`src/hw/rtl/pib_pkg.sv`:
```
package pib_pkg;

  localparam int unsigned PixelColorWidth = 32;
  localparam int unsigned IndexWidth      = 8;
  localparam int unsigned CountWidth      = 9;

  typedef struct packed {
    logic [PixelColorWidth-1:0] pixel_color;
    logic                       start_of_image;
  } pixel_t;

  typedef struct packed {
    logic [IndexWidth-1:0] palette_index;
    logic                  is_new;
    logic                  overflow;
    logic [CountWidth-1:0] color_count;
  } result_t;

  // Control bits of one lookup word walking down the cell chain
  typedef struct packed {
    logic valid;
    logic active;
    logic found;
    logic fresh;
  } probe_ctrl_t;

endpackage

```
`src/hw/rtl/pib_cell.sv`:
```
module pib_cell #(
  parameter int unsigned PALETTE_DEPTH = 256,
  parameter int unsigned COLOR_WIDTH   = 32,
  parameter int unsigned CELL_IDX      = 0,
  localparam int unsigned IdxW = (PALETTE_DEPTH > 1) ? $clog2(PALETTE_DEPTH) : 1,
  localparam int unsigned CntW = $clog2(PALETTE_DEPTH + 1)
) (
  input  logic                  clk_i,
  input  logic                  rst_ni,
  input  logic                  advance_i,
  input  logic [CntW-1:0]       count_i,
  input  pib_pkg::probe_ctrl_t  ctrl_i,
  input  logic [COLOR_WIDTH-1:0] color_i,
  input  logic [IdxW-1:0]       idx_i,
  output pib_pkg::probe_ctrl_t  ctrl_o,
  output logic [COLOR_WIDTH-1:0] color_o,
  output logic [IdxW-1:0]       idx_o
);

  localparam logic [CntW-1:0] CellPos = CntW'(CELL_IDX);
  localparam logic [IdxW-1:0] CellIdx = IdxW'(CELL_IDX);

  logic [COLOR_WIDTH-1:0] store_q;
  pib_pkg::probe_ctrl_t   ctrl_q, ctrl_d;
  logic [COLOR_WIDTH-1:0] color_q;
  logic [IdxW-1:0]        idx_q;
  logic                   searching;
  logic                   hit;
  logic                   take;

  assign searching = ctrl_i.valid && ctrl_i.active && !ctrl_i.found;
  // only entries below the fill count hold colors of this image
  assign hit  = searching && (CellPos < count_i) && (store_q == color_i);
  // first free entry: append the color here
  assign take = searching && (CellPos == count_i);

  always_comb begin
    ctrl_d = ctrl_i;
    if (hit || take) begin
      ctrl_d.found = 1'b1;
    end
    if (take) begin
      ctrl_d.fresh = 1'b1;
    end
  end

  always_ff @(posedge clk_i or negedge rst_ni) begin
    if (!rst_ni) begin
      ctrl_q <= '0;
    end else if (advance_i) begin
      ctrl_q <= ctrl_d;
    end
  end

  always_ff @(posedge clk_i) begin
    if (advance_i) begin
      color_q <= color_i;
      idx_q   <= (hit || take) ? CellIdx : idx_i;
      if (take) begin
        store_q <= color_i;
      end
    end
  end

  assign ctrl_o  = ctrl_q;
  assign color_o = color_q;
  assign idx_o   = idx_q;

endmodule

```
`config.mk`:
```
export PLATFORM = sky130hd
export DESIGN_NAME = pib_cell
export DESIGN_NICKNAME = d
export VERILOG_FILES = /design/src/hw/rtl/pib_pkg.sv /design/src/hw/rtl/pib_cell.sv
export SDC_FILE = /design/constraint.sdc
export NUM_CORES = 1
export LEC_CHECK = 0
export BUFFER_PORTS_ARGS = -buffer_cell sky130_fd_sc_hd__buf_2
export CORE_ASPECT_RATIO = 1.2
export CORE_MARGIN = 2
export CORE_UTILIZATION = 35
export CTS_CLUSTER_SIZE = 24
export DETAILED_ROUTE_END_ITERATION = 10
export GPL_TIMING_DRIVEN = 0
export HOLD_SLACK_MARGIN = 0.06
export SLEW_MARGIN = 20
export SYNTH_ARGS = -nofsm -noshare
export SYNTH_HDL_FRONTEND = slang
export SYNTH_SLANG_ARGS = --single-unit
```
`constraint.sdc`:
```
create_clock -name clk_i -period 2.4 [get_ports clk_i]
set_clock_uncertainty 0.05 [all_clocks]
set_input_delay 0.48 -clock clk_i [delete_from_list [all_inputs] [get_ports clk_i]]
set_output_delay 0.48 -clock clk_i [all_outputs]
set_load 0.02 [all_outputs]
```
==> flow_summary.json <==
{
  "nets": 313,
  "avgSynthCellArea_um2": 19.27,
  "grt_start_max_net_pins": 48,
  "drive_gt1_share_pct": 47.13,
  "ys_seq_area_share_pct": 80.97,
  "cts_tree": "done",
  "slew_violations": 0,
  "dieArea_um2": 8716,
  "critical_path_arrival_ns": 2.10,
  "grt_pass1_vias": 1583,
  "area_growth_pct": 29.42,
  "tightest_slew_ns": 0.7569,
  "fin_tns_setup_ns": 0,
  "dieHeight_um": 101.9,
  "drt_iter0_drc": 61,
  "pwr-share-clk_pct": 33.5,
  "endpoint": "idx_o[0]",
  "netlist_area_um2": 2794,
  "overflow": 0,
  "min_period_ns": 2.051,
  "max_freq_mhz": 487.6,
  "p_sw_w": 0.0006194,
  "p_total_w": 0.002701,
  "die_x_um": 85.56,
  "combPwrFrac_pct": 9.7,
  "end_kind": "flop",
  "drtPass1Iterations": 4,
  "worstSkewPairLatency_ns": 0.35,
  "post_cts_resize_count": 0,
  "ys_seq_elements": 76,
  "r2r_start": "store_q[9]",
  "max-cap-violations": 0,
  "cts_buffers": 9,
  "gp_congestion": 0.6806,
  "synth_cell_types": 19,
  "synthesis.nets": 201,
  "path_clk_slew_ns": 0.08,
  "status": "finished clean",
  "pwr-share-seq_pct": 56.7,
  "htreeDepth": 3,
  "swShare_pct": 22.93,
  "placed_area_um2": 3406,
  "ant_nets": 0,
  "design.core.area_um2": 7707,
  "antenna_found_initial": 0,
  "r2r_end": "idx_o[0]",
  "cp-startpoint": "store_q[9]",
  "ctsLongestPathBuffers": 2,
  "drt_wl_total_um": 5269,
  "reg2regPathDepth": 6,
  "intPower_w": 0.002081,
  "grt_pass1_wl_um": 8066,
  "startpoint_type": "flop",
  "crit_type": "reg -> reg",
  "rrSetupSlack_ns": 0.35,
  "crit_fanout": 9,
  "drcViolationCount": 0,
  "start_util_pct": 36.25,
  "finalSetupViolCount": 0,
  "fill_cells": 705,
  "hold_violations": 0,
  "dpl.hpwl_um": 3765,
  "n_antenna_cell": 0,
  "hold_class": "in -> reg",
  "period_share_pct": 85.45,
  "cp.required_ns": 2.44,
  "vias": 1621,
  "std_cell_rows": 35,
  "ys.warnings.count": 0,
  "peakVddDrop_uv": 374.9,
  "syn-instance-count": 145,
  "gr-usage-all-layers_pct": 12.87,
  "p_leak_nw": 1.435,
  "io_buffers": 99,
  "cts_root_buf": "clkbuf_8",
  "via_per_inst": 4.592,
  "power_density_nw_per_um2": 746.9,
  "avgRoutedWirePerCell_um": 14.93,
  "final_area_um2": 3616,
  "slew_headroom_pct": 49.54,
  "ioPinCount": 100,
  "cts.sinks": 76,
  "rsz0062_at_grt": "false"
}
## layout make-up
cell class	instances	area (µm²)	area share, %
clock buffer	9	123.9	3.426
tap	92	115.1	3.183
buffer	1	5.005	0.1384
sequential	76	2262	62.56
timing repair buffer	101	525.5	14.53
multi-input combinational	68	528.0	14.60
clock inverter	6	56.30	1.557
## synth_stat cells
library cell / count / area share (%)
xnor2_1: 2 / 0.63
nor4_2: 2 / 0.90
xor2_1: 30 / 9.4
dfrtp_1: 4 / 3.6
nor2_1: 6 / 0.81
and2_1: 1 / 0.22
a21oi_1: 1 / 0.18
nand3_1: 2 / 0.36
nand4_1: 2 / 0.45
or3_1: 1 / 0.22
nor4_1: 6 / 1.3
nand3b_4: 1 / 0.72
buf_2: 1 / 0.18
a31oi_2: 1 / 0.45
and3_1: 8 / 1.8
mux2_2: 2 / 0.81
edfxtp_1: 72 / 77
nor3_1: 2 / 0.36
or2_2: 1 / 0.22
## stage by stage
step           hold slack (ns)  std cells  worst slack (ns)  util [%]
2_1_floorplan           0.1344        145            0.1214         -
3_3_place_gp            0.2423        336           -0.5574     44.17
3_5_place_dp            0.2457        336           -0.2233     44.19
4_1_cts                 0.2788        352            0.1596     46.66
5_1_grt                 0.2790        353            0.2389     46.92
6_report                0.2957        353            0.3491     46.92
## power groups by stage
| stage | clock, W | combinational (W) | sequential (W) |
|---|---|---|---|
| floorplan | 0 | 0.0000361 | 0.00165 |
| global placement | 0 | 0.000259 | 0.00156 |
| detailed placement | 0 | 0.000263 | 0.00156 |
| CTS | 0.000930 | 0.000264 | 0.00153 |
| global route | 0.000983 | 0.000285 | 0.00154 |
| finish | 0.000906 | 0.000263 | 0.00153 |
## flip-flops by register name, summed over array words and instances (netlist names)
name / count
store_q: 32
ctrl_o: 4
idx_o: 8
color_o: 32
## worst max-delay path: stages (launching register included)
cell and delay [ns]:
edfxtp_1 0.39, xor2_1 0.15, nor4_1 0.32, nand4_1 0.17
or3_1 0.36, buf_2 0.17, and3_1 0.19
## how the worst min path moves through the flow
stage / start / to / slack (ns) / depth (start not counted)
floorplan: rst_ni / ctrl_o[0] / 0.13 / 0
global placement: rst_ni / ctrl_o[0] / 0.24 / 1
detailed placement: rst_ni / ctrl_o[0] / 0.25 / 1
CTS: color_i[16] / color_o[16] / 0.28 / 1
global route: color_i[13] / color_o[13] / 0.28 / 1
finish: color_i[21] / store_q[21] / 0.30 / 1
## cell usage in the layout, fill, tap and decap left out
master / count
nor3_1: 2
edfxtp_1: 72
nor4_1: 6
buf_12: 1
or2_2: 1
nand3b_4: 1
buf_2: 100
clkinv_2: 3
clkbuf_8: 9
nor4_2: 2
or3_1: 1
mux2_2: 2
clkinvlp_4: 1
nand4_1: 2
clkinv_1: 1
bufinv_16: 1
and2_2: 1
a31oi_2: 1
dfrtp_1: 4
xor2_1: 30
nor2_1: 6
nand3_1: 2
dlygate4sd3_1: 1
and3_1: 8
a21oi_1: 1
xnor2_1: 2
## kinds of logic (layout without fill, tap and decap cells)
family                 after synthesis  after routing  share of synthesized area [%]
multiplexers                         2              2                         0.8060
XOR/XNOR                            32             32                          10.03
AND/OR/NAND/NOR                     32             32                          7.390
flip-flops                          76             76                          80.97
buffers and inverters                1            117                         0.1790
AO/OA/AOI/OAI                        2              2                         0.6267
## per-layer routing
metal	vias up	global-route usage [%]	share of wire (%)
li1	779	-	-
met3	14	5.008	6.7
met1	766	15.92	43
met4	0	7.692	2.4
met2	62	19.17	48
met5	-	0	0
## what timing repair did
item | 4_1_cts | 5_1_grt
endpoints found under the setup margin | 0 | 0
hold buffers | 1 | 0
hold endpoints to repair | 4 | 0
setup buffers | 0 | 0
Note: power is estimated with default switching activity, not from simulation.
